==> src/hw/rtl/assert_macros.svh <==
// assertion macros used by the gradient unit rtl
`ifndef ASSERT_MACROS_SVH
`define ASSERT_MACROS_SVH

// property that must hold at every clock edge out of reset
`define ASSERT_ALWAYS(label, prop, msg) \
    label: assert property (@(posedge clk) disable iff (!rst_n) prop) else $error(msg);

// consequence that must hold in the cycle after the antecedent
`define ASSERT_NEXT(label, ante, cons, msg) \
    label: assert property (@(posedge clk) disable iff (!rst_n) (ante) |=> (cons)) else $error(msg);

`endif

==> src/hw/rtl/rsg_pkg.sv <==
// types, constants and helpers shared by the gradient unit
package rsg_pkg;

    localparam int COLOR_W    = 16;
    localparam int CHAN_W     = 6;
    localparam int N_CHAN     = 3;
    localparam int NUM_W      = 22;
    localparam int Q_W        = 6;
    localparam int DIV_STAGES = 3;
    localparam int DIV_BITS   = 2;
    localparam int CFG_IDX_W  = 3;

    localparam int RED_SHIFT   = 11;
    localparam int GREEN_SHIFT = 5;
    localparam logic [COLOR_W-1:0] RED_MASK   = 16'h001F;
    localparam logic [COLOR_W-1:0] GREEN_MASK = 16'h003F;
    localparam logic [COLOR_W-1:0] BLUE_MASK  = 16'h001F;

    localparam int CH_RED   = 0;
    localparam int CH_GREEN = 1;
    localparam int CH_BLUE  = 2;

    localparam logic [15:0] RESET_RANGE_LOW  = 16'd0;
    localparam logic [15:0] RESET_RANGE_MID  = 16'd50;
    localparam logic [15:0] RESET_RANGE_HIGH = 16'd100;
    localparam logic [15:0] RESET_COLOR      = 16'd0;

    typedef enum logic [CFG_IDX_W-1:0] {
        REG_RANGE_LOW    = 3'd0,
        REG_RANGE_MID    = 3'd1,
        REG_RANGE_HIGH   = 3'd2,
        REG_COLOR_START  = 3'd3,
        REG_COLOR_MIDDLE = 3'd4,
        REG_COLOR_END    = 3'd5
    } reg_idx_t;

    typedef struct packed {
        logic [15:0] range_low;
        logic [15:0] range_mid;
        logic [15:0] range_high;
        logic [COLOR_W-1:0] color_start;
        logic [COLOR_W-1:0] color_middle;
        logic [COLOR_W-1:0] color_end;
    } cfg_t;

    // segment word: offset, width and the two end colors
    typedef struct packed {
        logic [15:0] n;
        logic [15:0] d;
        logic [COLOR_W-1:0] c1;
        logic [COLOR_W-1:0] c2;
    } seg_t;

    // blend numerators per channel and the divisor
    typedef struct packed {
        logic [N_CHAN-1:0][NUM_W-1:0] num;
        logic [15:0] d;
    } num_t;

    // divider word: partial remainder and quotient per channel
    typedef struct packed {
        logic [N_CHAN-1:0][NUM_W-1:0] rem;
        logic [N_CHAN-1:0][Q_W-1:0] q;
        logic [15:0] d;
    } div_t;

    function automatic logic [CHAN_W-1:0] chan_field(input logic [COLOR_W-1:0] c,
                                                     input int unsigned ch);
        logic [COLOR_W-1:0] f;
        case (ch)
            CH_RED:   f = (c >> RED_SHIFT) & RED_MASK;
            CH_GREEN: f = (c >> GREEN_SHIFT) & GREEN_MASK;
            default:  f = c & BLUE_MASK;
        endcase
        return f[CHAN_W-1:0];
    endfunction

endpackage

==> src/hw/rtl/rsg_front.sv <==
// clamp and segment selection stages of the gradient unit
module rsg_front #(
    parameter int LEVEL_WIDTH = 16
) (
    input  logic                   clk,
    input  logic                   rst_n,
    input  rsg_pkg::cfg_t          cfg,
    input  logic                   in_valid,
    output logic                   in_ready,
    input  logic [LEVEL_WIDTH-1:0] level,
    output logic                   seg_valid,
    input  logic                   seg_ready,
    output rsg_pkg::seg_t          seg
);

    localparam int CW = (LEVEL_WIDTH > 16) ? LEVEL_WIDTH : 16;

    logic                 v1_reg;
    logic [15:0]          lvl_reg;
    logic [15:0]          lvl_next;
    logic                 v2_reg;
    rsg_pkg::seg_t        seg_reg;
    rsg_pkg::seg_t        seg_next;
    logic                 rdy1;
    logic                 rdy2;

    logic signed [CW-1:0] level_w;
    logic signed [CW-1:0] lo_w;
    logic signed [CW-1:0] hi_w;

    logic                 lower;
    logic [15:0]          base;
    logic [15:0]          top_b;
    logic signed [16:0]   n17;
    logic signed [16:0]   d17;

    // stage handshake
    assign rdy2     = !v2_reg || seg_ready;
    assign rdy1     = !v1_reg || rdy2;
    assign in_ready = rdy1;

    // clamp the level to the low and high breakpoints
    assign level_w = CW'($signed(level));
    assign lo_w    = CW'($signed(cfg.range_low));
    assign hi_w    = CW'($signed(cfg.range_high));

    always_comb
    begin
        if (level_w < lo_w)
            lvl_next = cfg.range_low;
        else if (level_w > hi_w)
            lvl_next = cfg.range_high;
        else
            lvl_next = level_w[15:0];
    end

    // pick the segment, offset and width; saturate the offset
    always_comb
    begin
        lower = $signed(lvl_reg) <= $signed(cfg.range_mid);
        base  = lower ? cfg.range_low : cfg.range_mid;
        top_b = lower ? cfg.range_mid : cfg.range_high;
        n17   = 17'($signed(lvl_reg)) - 17'($signed(base));
        d17   = 17'($signed(top_b)) - 17'($signed(base));
        seg_next.c1 = lower ? cfg.color_start  : cfg.color_middle;
        seg_next.c2 = lower ? cfg.color_middle : cfg.color_end;
        if (d17 <= 17'sd0)
        begin
            // empty or reversed segment: n/d = 0/1 yields the first color
            seg_next.n = 16'd0;
            seg_next.d = 16'd1;
        end
        else
        begin
            seg_next.d = d17[15:0];
            if (n17 < 17'sd0)
                seg_next.n = 16'd0;
            else if (n17 > d17)
                seg_next.n = d17[15:0];
            else
                seg_next.n = n17[15:0];
        end
    end

    // valid bits
    always_ff @(posedge clk or negedge rst_n)
    begin
        if (!rst_n)
        begin
            v1_reg <= 1'b0;
            v2_reg <= 1'b0;
        end
        else
        begin
            if (rdy1)
                v1_reg <= in_valid;
            if (rdy2)
                v2_reg <= v1_reg;
        end
    end

    // payload
    always_ff @(posedge clk)
    begin
        if (rdy1 && in_valid)
            lvl_reg <= lvl_next;
        if (rdy2 && v1_reg)
            seg_reg <= seg_next;
    end

    assign seg_valid = v2_reg;
    assign seg       = seg_reg;

endmodule

==> src/hw/rtl/rsg_mac.sv <==
// weighted sum stages: per channel c1*(d-n) + c2*n
module rsg_mac (
    input  logic          clk,
    input  logic          rst_n,
    input  logic          seg_valid,
    output logic          seg_ready,
    input  rsg_pkg::seg_t seg,
    output logic          num_valid,
    input  logic          num_ready,
    output rsg_pkg::num_t num
);

    logic                                                 v3_reg;
    logic [rsg_pkg::N_CHAN-1:0][rsg_pkg::NUM_W-1:0]       prod_a_reg;
    logic [rsg_pkg::N_CHAN-1:0][rsg_pkg::NUM_W-1:0]       prod_b_reg;
    logic [rsg_pkg::N_CHAN-1:0][rsg_pkg::NUM_W-1:0]       prod_a_next;
    logic [rsg_pkg::N_CHAN-1:0][rsg_pkg::NUM_W-1:0]       prod_b_next;
    logic [15:0]                                          d3_reg;
    logic                                                 v4_reg;
    rsg_pkg::num_t                                        num_reg;
    rsg_pkg::num_t                                        num_next;
    logic [15:0]                                          w;
    logic                                                 rdy3;
    logic                                                 rdy4;

    // stage handshake
    assign rdy4      = !v4_reg || num_ready;
    assign rdy3      = !v3_reg || rdy4;
    assign seg_ready = rdy3;

    // products, one small multiplier per term
    assign w = seg.d - seg.n;

    always_comb
    begin
        for (int ch = 0; ch < rsg_pkg::N_CHAN; ch++)
        begin
            prod_a_next[ch] = rsg_pkg::NUM_W'(rsg_pkg::chan_field(seg.c1, ch))
                            * rsg_pkg::NUM_W'(w);
            prod_b_next[ch] = rsg_pkg::NUM_W'(rsg_pkg::chan_field(seg.c2, ch))
                            * rsg_pkg::NUM_W'(seg.n);
        end
    end

    // sum of the two terms, never above 63 * 65535
    always_comb
    begin
        for (int ch = 0; ch < rsg_pkg::N_CHAN; ch++)
            num_next.num[ch] = prod_a_reg[ch] + prod_b_reg[ch];
        num_next.d = d3_reg;
    end

    // valid bits
    always_ff @(posedge clk or negedge rst_n)
    begin
        if (!rst_n)
        begin
            v3_reg <= 1'b0;
            v4_reg <= 1'b0;
        end
        else
        begin
            if (rdy3)
                v3_reg <= seg_valid;
            if (rdy4)
                v4_reg <= v3_reg;
        end
    end

    // payload
    always_ff @(posedge clk)
    begin
        if (rdy3 && seg_valid)
        begin
            prod_a_reg <= prod_a_next;
            prod_b_reg <= prod_b_next;
            d3_reg     <= seg.d;
        end
        if (rdy4 && v3_reg)
            num_reg <= num_next;
    end

    assign num_valid = v4_reg;
    assign num       = num_reg;

endmodule

==> src/hw/rtl/rsg_div.sv <==
// pipelined restoring divider, two quotient bits per stage
`include "assert_macros.svh"

module rsg_div (
    input  logic          clk,
    input  logic          rst_n,
    input  logic          num_valid,
    output logic          num_ready,
    input  rsg_pkg::num_t num,
    output logic          res_valid,
    input  logic          res_ready,
    output rsg_pkg::div_t res
);

    localparam int LAST = rsg_pkg::DIV_STAGES - 1;

    logic          v_reg   [rsg_pkg::DIV_STAGES];
    rsg_pkg::div_t st_reg  [rsg_pkg::DIV_STAGES];
    rsg_pkg::div_t st_next [rsg_pkg::DIV_STAGES];
    rsg_pkg::div_t st_in   [rsg_pkg::DIV_STAGES];
    logic          v_in    [rsg_pkg::DIV_STAGES];
    logic          rdy     [rsg_pkg::DIV_STAGES+1];

    // ready chain from the output back to the input
    always_comb
    begin
        rdy[rsg_pkg::DIV_STAGES] = res_ready;
        for (int k = LAST; k >= 0; k--)
            rdy[k] = !v_reg[k] || rdy[k+1];
    end

    assign num_ready = rdy[0];

    // stage inputs: first stage starts with the full numerator
    always_comb
    begin
        st_in[0].rem = num.num;
        st_in[0].q   = '0;
        st_in[0].d   = num.d;
        v_in[0]      = num_valid;
        for (int k = 1; k < rsg_pkg::DIV_STAGES; k++)
        begin
            st_in[k] = st_reg[k-1];
            v_in[k]  = v_reg[k-1];
        end
    end

    // compare and subtract against the shifted divisor
    always_comb
    begin
        logic [rsg_pkg::NUM_W-1:0] trial;
        for (int k = 0; k < rsg_pkg::DIV_STAGES; k++)
        begin
            st_next[k] = st_in[k];
            for (int j = 0; j < rsg_pkg::DIV_BITS; j++)
            begin
                trial = rsg_pkg::NUM_W'(st_in[k].d)
                        << (rsg_pkg::Q_W - 1 - k * rsg_pkg::DIV_BITS - j);
                for (int ch = 0; ch < rsg_pkg::N_CHAN; ch++)
                begin
                    if (st_next[k].rem[ch] >= trial)
                    begin
                        st_next[k].rem[ch] = st_next[k].rem[ch] - trial;
                        st_next[k].q[ch][rsg_pkg::Q_W - 1 - k * rsg_pkg::DIV_BITS - j] = 1'b1;
                    end
                end
            end
        end
    end

    // valid bits
    always_ff @(posedge clk or negedge rst_n)
    begin
        if (!rst_n)
        begin
            for (int k = 0; k < rsg_pkg::DIV_STAGES; k++)
                v_reg[k] <= 1'b0;
        end
        else
        begin
            for (int k = 0; k < rsg_pkg::DIV_STAGES; k++)
                if (rdy[k])
                    v_reg[k] <= v_in[k];
        end
    end

    // payload
    always_ff @(posedge clk)
    begin
        for (int k = 0; k < rsg_pkg::DIV_STAGES; k++)
            if (rdy[k] && v_in[k])
                st_reg[k] <= st_next[k];
    end

    assign res_valid = v_reg[LAST];
    assign res       = st_reg[LAST];

    // first stage has only resolved its own quotient bits
    `ASSERT_ALWAYS(a_first_stage_low_q, v_reg[0] |-> (st_reg[0].q[rsg_pkg::CH_RED][rsg_pkg::Q_W-rsg_pkg::DIV_BITS-1:0] == '0 && st_reg[0].q[rsg_pkg::CH_GREEN][rsg_pkg::Q_W-rsg_pkg::DIV_BITS-1:0] == '0 && st_reg[0].q[rsg_pkg::CH_BLUE][rsg_pkg::Q_W-rsg_pkg::DIV_BITS-1:0] == '0), "quotient bits set ahead of their stage")
    // final remainder is below the divisor on every channel
    `ASSERT_ALWAYS(a_final_rem_below_d, v_reg[LAST] |-> (st_reg[LAST].rem[rsg_pkg::CH_RED] < rsg_pkg::NUM_W'(st_reg[LAST].d) && st_reg[LAST].rem[rsg_pkg::CH_GREEN] < rsg_pkg::NUM_W'(st_reg[LAST].d) && st_reg[LAST].rem[rsg_pkg::CH_BLUE] < rsg_pkg::NUM_W'(st_reg[LAST].d)), "divider remainder not reduced")
    // a stalled first stage keeps its word
    `ASSERT_NEXT(a_first_stage_hold, v_reg[0] && !rdy[1], v_reg[0] && $stable(st_reg[0]), "stalled divider word lost")

endmodule

==> src/hw/rtl/rgb565_three_stop_gradient_unit.sv <==
// top level of the three-stop rgb565 gradient unit
// stages: clamp, segment select, products, sum, then three divider stages
// throughput: one word per cycle while the output is not stalled; each pipeline stage holds its word while stalled
// reset: pipeline empties, breakpoints load 0 / 50 / 100 and all colors load 0
// config writes take effect at once and are always ready
module rgb565_three_stop_gradient_unit #(
    parameter int LEVEL_WIDTH = 16
) (
    input  logic                           clk,
    input  logic                           rst_n,
    input  logic                           cfg_valid,
    output logic                           cfg_ready,
    input  logic [rsg_pkg::CFG_IDX_W-1:0]  cfg_index,
    input  logic [15:0]                    cfg_data,
    input  logic                           in_valid,
    output logic                           in_ready,
    input  logic [LEVEL_WIDTH-1:0]         level,
    output logic                           out_valid,
    input  logic                           out_ready,
    output logic [rsg_pkg::COLOR_W-1:0]    color_out
);

    rsg_pkg::cfg_t cfg_reg;
    logic          seg_valid;
    logic          seg_ready;
    rsg_pkg::seg_t seg;
    logic          num_valid;
    logic          num_ready;
    rsg_pkg::num_t num;
    rsg_pkg::div_t res;

    // configuration registers, unknown indexes ignored
    assign cfg_ready = 1'b1;

    always_ff @(posedge clk or negedge rst_n)
    begin
        if (!rst_n)
        begin
            cfg_reg.range_low    <= rsg_pkg::RESET_RANGE_LOW;
            cfg_reg.range_mid    <= rsg_pkg::RESET_RANGE_MID;
            cfg_reg.range_high   <= rsg_pkg::RESET_RANGE_HIGH;
            cfg_reg.color_start  <= rsg_pkg::RESET_COLOR;
            cfg_reg.color_middle <= rsg_pkg::RESET_COLOR;
            cfg_reg.color_end    <= rsg_pkg::RESET_COLOR;
        end
        else if (cfg_valid)
        begin
            case (cfg_index)
                rsg_pkg::REG_RANGE_LOW:    cfg_reg.range_low    <= cfg_data;
                rsg_pkg::REG_RANGE_MID:    cfg_reg.range_mid    <= cfg_data;
                rsg_pkg::REG_RANGE_HIGH:   cfg_reg.range_high   <= cfg_data;
                rsg_pkg::REG_COLOR_START:  cfg_reg.color_start  <= cfg_data;
                rsg_pkg::REG_COLOR_MIDDLE: cfg_reg.color_middle <= cfg_data;
                rsg_pkg::REG_COLOR_END:    cfg_reg.color_end    <= cfg_data;
                default: ;
            endcase
        end
    end

    // clamp and segment select
    rsg_front #(
        .LEVEL_WIDTH (LEVEL_WIDTH)
    ) u_front (
        .clk       (clk),
        .rst_n     (rst_n),
        .cfg       (cfg_reg),
        .in_valid  (in_valid),
        .in_ready  (in_ready),
        .level     (level),
        .seg_valid (seg_valid),
        .seg_ready (seg_ready),
        .seg       (seg)
    );

    // weighted sums
    rsg_mac u_mac (
        .clk       (clk),
        .rst_n     (rst_n),
        .seg_valid (seg_valid),
        .seg_ready (seg_ready),
        .seg       (seg),
        .num_valid (num_valid),
        .num_ready (num_ready),
        .num       (num)
    );

    // division by the segment width
    rsg_div u_div (
        .clk       (clk),
        .rst_n     (rst_n),
        .num_valid (num_valid),
        .num_ready (num_ready),
        .num       (num),
        .res_valid (out_valid),
        .res_ready (out_ready),
        .res       (res)
    );

    // pack the quotients into rgb565
    assign color_out = {res.q[rsg_pkg::CH_RED][4:0],
                        res.q[rsg_pkg::CH_GREEN][5:0],
                        res.q[rsg_pkg::CH_BLUE][4:0]};

endmodule
==> config.mk <==
export PLATFORM = sky130hd
export DESIGN_NAME = rgb565_three_stop_gradient_unit
export DESIGN_NICKNAME = d
export VERILOG_FILES = /design/src/hw/rtl/rsg_pkg.sv /design/src/hw/rtl/rsg_front.sv /design/src/hw/rtl/rsg_mac.sv /design/src/hw/rtl/rsg_div.sv /design/src/hw/rtl/rgb565_three_stop_gradient_unit.sv
export VERILOG_INCLUDE_DIRS = /design/src /design/src/hw/rtl
export SDC_FILE = /design/constraint.sdc
export NUM_CORES = 2
export LEC_CHECK = 0
export ABC_AREA = 0
export BUFFER_PORTS_ARGS = -buffer_cell sky130_fd_sc_hd__buf_2
export CORE_UTILIZATION = 50
export CTS_BUF_LIST = sky130_fd_sc_hd__clkbuf_16
export CTS_CLUSTER_SIZE = 20
export DETAILED_ROUTE_END_ITERATION = 6
export PLACE_DENSITY = 0.71
export SYNTH_ARGS = -nofsm -noshare
export SYNTH_HDL_FRONTEND = slang
export SYNTH_SLANG_ARGS = --single-unit
==> constraint.sdc <==
create_clock -name clk -period 10.15 [get_ports clk]
set_clock_uncertainty 0.15 [all_clocks]
set_input_delay 0.5075 -clock clk [delete_from_list [all_inputs] [get_ports clk]]
set_output_delay 0.5075 -clock clk [all_outputs]
set_load 0.01 [all_outputs]
; Yosys cells after proc, flatten, opt, wreduce, memory -nomap -nowiden
; Memories as Yosys holds them, arrays and structs flattened.
; Index checks and enable logic that the tools add are counted.
; W data, S select, Z words.
[word_totals]
memories = 1
ramBits = 300
input_bits = 40
wordCells = 167
output_inout_bits = 19
ff_bits = 413
[op_classes]
mux = 49
n_reduce_logical = 29
n_addsub = 24
n_mul = 6
n_lt_le_gt_ge = 24
n_eq_ne = 5
[mem_list]
columns = memory, words, width, rd, rd_clocked_by_memory_dff, wr, line
row1 = u_div.st_reg, 3, 100, 3, 0, 3, rsg_div.sv:18  ; rsg_pkg::div_t st_reg [rsg_pkg::DIV_STAGES];
[ops]
columns = cell, n
row1 = $mux W22, 18
row2 = $mux W16, 7
row3 = $mul A5 B16 Y21, 4
row4 = $add A22 B22 Y22, 3
row5 = $ge A22 B16 Y1, 3
row6 = $ge A22 B17 Y1, 3
row7 = $ge A22 B18 Y1, 3
row8 = $ge A22 B19 Y1, 3
row9 = $ge A22 B20 Y1, 3
row10 = $ge A22 B21 Y1, 3
row11 = $sub A22 B16 Y22, 3
row12 = $sub A22 B17 Y22, 3
row13 = $sub A22 B18 Y22, 3
row14 = $sub A22 B19 Y22, 3
row15 = $sub A22 B20 Y22, 3
row16 = $sub A22 B21 Y22, 3
row17 = $mul A6 B16 Y22, 2
row18 = $sub A16 B16 Y17, 2
row19 = $mux W1, 24
row20 = $gt A17 B17 Y1, 1
row21 = $le A17 B1 Y1 const B, 1
row22 = $lt A17 B1 Y1 const B, 1
row23 = $gt A16 B16 Y1, 1
row24 = $le A16 B16 Y1, 1
row25 = 11 further kinds, 36

; Depth between registers and ports, before layout
[depth]
ltp_word = 9
depth_mapped = 36
depth_no_buf = 32

; Hierarchy
; A second synthesis with hierarchy kept.
[unflattened]
hier_cells = 6640
area_unflattened_um2 = 64662.0
[modules_own_cells]
columns = module, cells_each, instances, area_each_um2, seq_area_each_um2
row1 = rsg_div, 2910, 1, 27083.5, 8543.2
row2 = rsg_mac, 2736, 1, 26490.4, 6836.6
row3 = rsg_front, 784, 1, 7390.8, 2452.4
row4 = rgb565_three_stop_gradient_unit, 210, 1, 3697.3, 2409.8

; Worst setup path after synthesis
; Ideal clock, no wire load.
[synth_timing]
path_type = reg2reg
startpoint = register cfg_reg[68] (netlist bit)
endpoint = register u_front.seg_reg (netlist bit u_front.seg[59]), data pin
period_less_slack_ns = 7.158
path_stages_with_launch = 35
setup_slack_ns = 2.992
t_arrival_ns = 6.753
required_time_ns = 9.745
cell_sequence = dfstp_2 > clkbuf_1 > inv_1 > ha_1 > a21oi_1 > o21ai_0 > a221o_2 > o311a_4 > nor2_4 > buf_1 > mux2_2 > ha_1 > fa_1 > inv_1 > a21o_1 > nor2_1 > o21ai_0 > a22oi_1 > mux2i_1 > and4_1 > a311o_2 > nor2_1 > o21ai_1 > xnor2_1 > ha_1 > a21o_1 > a21oi_1 > nor2b_1 > o21ai_0 > a31oi_1 > o22ai_1 > a21o_1 > clkbuf_1 > mux2i_1 > nor2_1
[synth_via]
elab_chain_len = 5
word_cells_on_any_way = 10
[synth_rtl]
columns = element, line
row1 = "start, declared", rgb565_three_stop_gradient_unit.sv:23  ; rsg_pkg::cfg_t cfg_reg;
row2 = $le A16 B16 Y1, rsg_front.sv:60  ; lower = $signed(lvl_reg) <= $signed(cfg.range_mid);
row3 = $mux W16 (on tied branches), "rsg_front.sv:61, rsg_front.sv:62"
row4 = $sub A16 B16 Y17 (on tied branches), "rsg_front.sv:63, rsg_front.sv:64"
row5 = $gt A17 B17 Y1 (tied with other cells), rsg_front.sv:78  ; else if (n17 > d17)
row6 = $mux W16 or $reduce_or A2 Y1 (tied branches), --
row7 = "end signal, assigned", rsg_front.sv:108  ; seg_reg <= seg_next;
row8 = "end, declared", rsg_front.sv:22  ; rsg_pkg::seg_t seg_reg;
; Parallel ways exist; a longest one is shown, timed or not.
; A chain may end at the register's enable or synchronous reset.

; Worst setup path after layout
[layout_timing]
startpoint = register cfg_reg[79] (netlist bit)
endpoint = register u_front.seg_reg (netlist bit u_front.seg[59]), data pin
; The elaborated chain is that of the path after synthesis.

==> impl_metrics.toml <==
[status]
status = "completed"

[setup_path]
reg2reg_to = "u_front.seg[59]"
crit_path_top_delay_cell = "a21o_1"
crit_path_max_incr_delay_ns = 0.64
start_kind = "flip-flop"
cp.arrival_ns = 8.42
cp-end-kind = "flip-flop"
r2r.worst_path.cells = 32
crit_fanout = 64
r2r_setup_slack_ns = 1.97
reg2reg_from = "cfg_reg[79]"
crit_type = "flip-flop to flip-flop"
critPathRequiredTime_ns = 10.39
crit_start = "cfg_reg[79]"

[timing]
finalSetupViolCount = 0
finalWorstSetupSlack_ns = 1.972
grt_setup_unrepaired = "false"
clock.fmax_mhz = 122.3
max_slew.worst_pin.slew_ns = 1.050
max_slew_margin = 0.3002
period_needed_ns = 8.178
holdWs_ns = 0.02397
fin_setup_tns_ns = 0
final_min_period_over_clock_period = 0.8057
slew_viol_final = 0
hold_violations = 0

[synth]
syn_avg_cell_area_um2 = 9.526
synth_area_mm2 = 0.05668
async_reset_ff_frac = 0.1708
synth.distinct_cells = 107
synth_ff_type = "edfxtp_1"
synth.net_count = 6922
netlist_instances = 5950
synth_edf_count = 500
yosys_register_bits = 603
synth_warnings = 0
synth-seq-area-share = 0.3105

[finish]
finalNetCount = 6956
drive_gt1_frac = 0.08876
syn_to_final_growth_pct = 7.905
fillers = 9881
finalNonFillerCells = 7540
largest_reg_flops = 194

[placement]
dp_cells = 7403
gp_congestion = 0.9439
numPortBuffers = 57
place_ws_ns = 2.049
dp_hpwl_um = 106100

[clocking]
clk_path_buf_depth = 3
clockRootBuffer = "clkbuf_16"
cts_setup_buffers = 0
holdBufCountCts = 5
cts_buffers = 74
clock_sinks = 603
clock_latency_ns = 0.65
cts_resized = 0
cts_tree = "done"
htree_levels = 3
clk_pin_slew_ns = 0.06

[grt]
grt.met3_usage = 0.02669
antenna_found_initial = 3
grt_pass1_wl_um = 219700
grt_max_degree = 82
top_usage_layer = "met2"
grt.overflow.total = 0
use_met2 = 0.4053
grtUsageMet1 = 0.3017
first_global_vias = 41860
track_usage = 0.2364

[hold_path]
whs_endpoint = "cfg_reg[54]"
whs_path_depth = 3
hp-start = "cfg_data[6]"
hold_path_class = "input port to flip-flop"

[floorplan]
rows = 123
start_util = 0.5038
top_level_ports = 59
dieArea_mm2 = 0.1147
core_area_mm2 = 0.1125
die_w_um = 338.7
die_y_um = 338.7

[route]
wl_per_cell_um = 17.94
drtIter0Drc = 2712
vias = 42580
vias_per_cell = 5.648
drc_errors = 0
routed_wl_um = 135300
antenna_left = 0
drtPass1Iterations = 7

[job]
maxCapViolCount = 0
synthesized netlist by cell type (10+ instances only):
| cell type | count | area [um2] |
|---|---|---|
| nand2_1 | 700 | 2628 |
| xnor2_1 | 271 | 2374 |
| edfxtp_1 | 500 | 15010 |
| o21bai_1 | 67 | 503.0 |
| or2_2 | 34 | 212.7 |
| a211o_1 | 11 | 96.34 |
| or4b_2 | 10 | 100.1 |
| o211ai_1 | 38 | 285.3 |
| mux2_2 | 182 | 2049 |
| buf_1 | 11 | 41.29 |
| xor2_1 | 67 | 586.8 |
| nor2_1 | 327 | 1227 |
| dfrtp_1 | 97 | 2427 |
| and3_1 | 26 | 162.7 |
| o31ai_1 | 25 | 187.7 |
| o21a_1 | 50 | 375.4 |
| fa_1 | 302 | 6046 |
| nand2b_1 | 44 | 275.3 |
| o31a_1 | 13 | 113.9 |
| ha_1 | 630 | 7883 |
| inv_1 | 623 | 2338 |
| clkbuf_1 | 152 | 570.6 |
| or3_1 | 19 | 118.9 |
| or4_1 | 10 | 75.07 |
| nor2b_1 | 101 | 631.9 |
| o21ai_1 | 14 | 70.07 |
| o21ai_0 | 299 | 1496 |
| a31oi_1 | 18 | 112.6 |
| nand4_1 | 80 | 500.5 |
| nor3_1 | 94 | 470.5 |
| a41oi_1 | 12 | 105.1 |
| nor4b_1 | 15 | 131.4 |
| a21o_1 | 144 | 1081 |
| a21boi_0 | 55 | 412.9 |
| and2_1 | 170 | 1064 |
| nor4_1 | 31 | 193.9 |
| nand3_1 | 73 | 365.4 |
| a21oi_1 | 386 | 1932 |
| mux2i_1 | 51 | 510.5 |
| a211oi_1 | 16 | 120.1 |
| a21oi_2 | 11 | 96.34 |
| and4_1 | 16 | 140.1 |
worst max-delay path by stage:
stage	endpoint	slack, ns	depth (start not counted)
global route	u_div.st_reg[0][88]	1.23	31
global placement	u_front.seg[59]	2.18	32
floorplan	u_front.seg[59]	2.99	34
CTS	u_front.seg[59]	2.05	32
finish	u_front.seg[59]	1.97	32
detailed placement	u_front.seg[59]	2.05	32
through the flow:
stage	util	cell area, um2
2_1_floorplan	-	56680
3_3_place_gp	0.5224	58770
3_5_place_dp	0.5224	58770
4_1_cts	0.5436	61160
5_1_grt	0.5436	61160
6_report	0.5436	61160
layout make-up:
type / instances / area, um2 / share of cell area
tap: 1500 / 1877 / 0.03069
inverter: 625 / 2346 / 0.03836
clock inverter: 54 / 415.4 / 0.006792
antenna: 1 / 2.502 / 0.00004092
clock buffer: 77 / 1927 / 0.03151
sequential: 603 / 17600 / 0.2878
multi-input combinational: 4547 / 36120 / 0.5906
timing repair buffer: 133 / 870.8 / 0.01424
critical path, delay by kind of cell, from the launching register on:
kind            cells  cell delay (ns)
compound gates     13             2.94
fa+ha+maj           4             1.47
mux                 3             1.07
simple gates        8             1.00
buf+inv             3             0.67
flops               1             0.35
xor+xnor            1             0.22
layer usage:
metal,routed length (um),part of all wire,vias to the layer above
met2,64160,0.47,1065
met4,6108,0.045,0
met1,59240,0.44,20370
li1,-,-,20870
met3,5784,0.043,271
met5,0,0,-
kinds of logic (layout without fill, tap and decap cells):
kind of cell / Yosys count / in the layout / share of synthesized area
simple gates: 1786 / 1786 / 0.1525
compound gates: 1253 / 1253 / 0.1395
fa+ha+maj: 936 / 936 / 0.2465
buf+inv: 800 / 889 / 0.05351
flops: 603 / 603 / 0.3105
xor+xnor: 338 / 338 / 0.05223
mux: 233 / 233 / 0.04517
other cells: 1 / 2 / 0.00006616
cells in the final DEF, fill, tap and decap left out, types with 19 or more instances in the layout:
master / n
buf_2: 56
and3_1: 26
mux2_2: 182
edfxtp_1: 500
o21ai_0: 299
o21a_1: 50
a21o_1: 144
nor2_1: 327
nor2b_1: 99
nand2_1: 700
inv_1: 638
clkbuf_16: 77
and2_1: 167
fa_1: 302
o31ai_1: 25
xnor2_1: 271
nand2b_1: 44
buf_4: 72
mux2i_1: 51
o21bai_1: 67
or3_1: 19
nand3_1: 73
ha_1: 630
xor2_1: 66
dfrtp_1: 97
a21boi_0: 55
a21oi_1: 386
nand4_1: 80
or2_2: 34
nor4_1: 31
o211ai_1: 38
nor3_1: 92
Power is not shown: default switching activity piles up to over one toggle a cycle in this logic, so the estimate is an artifact.
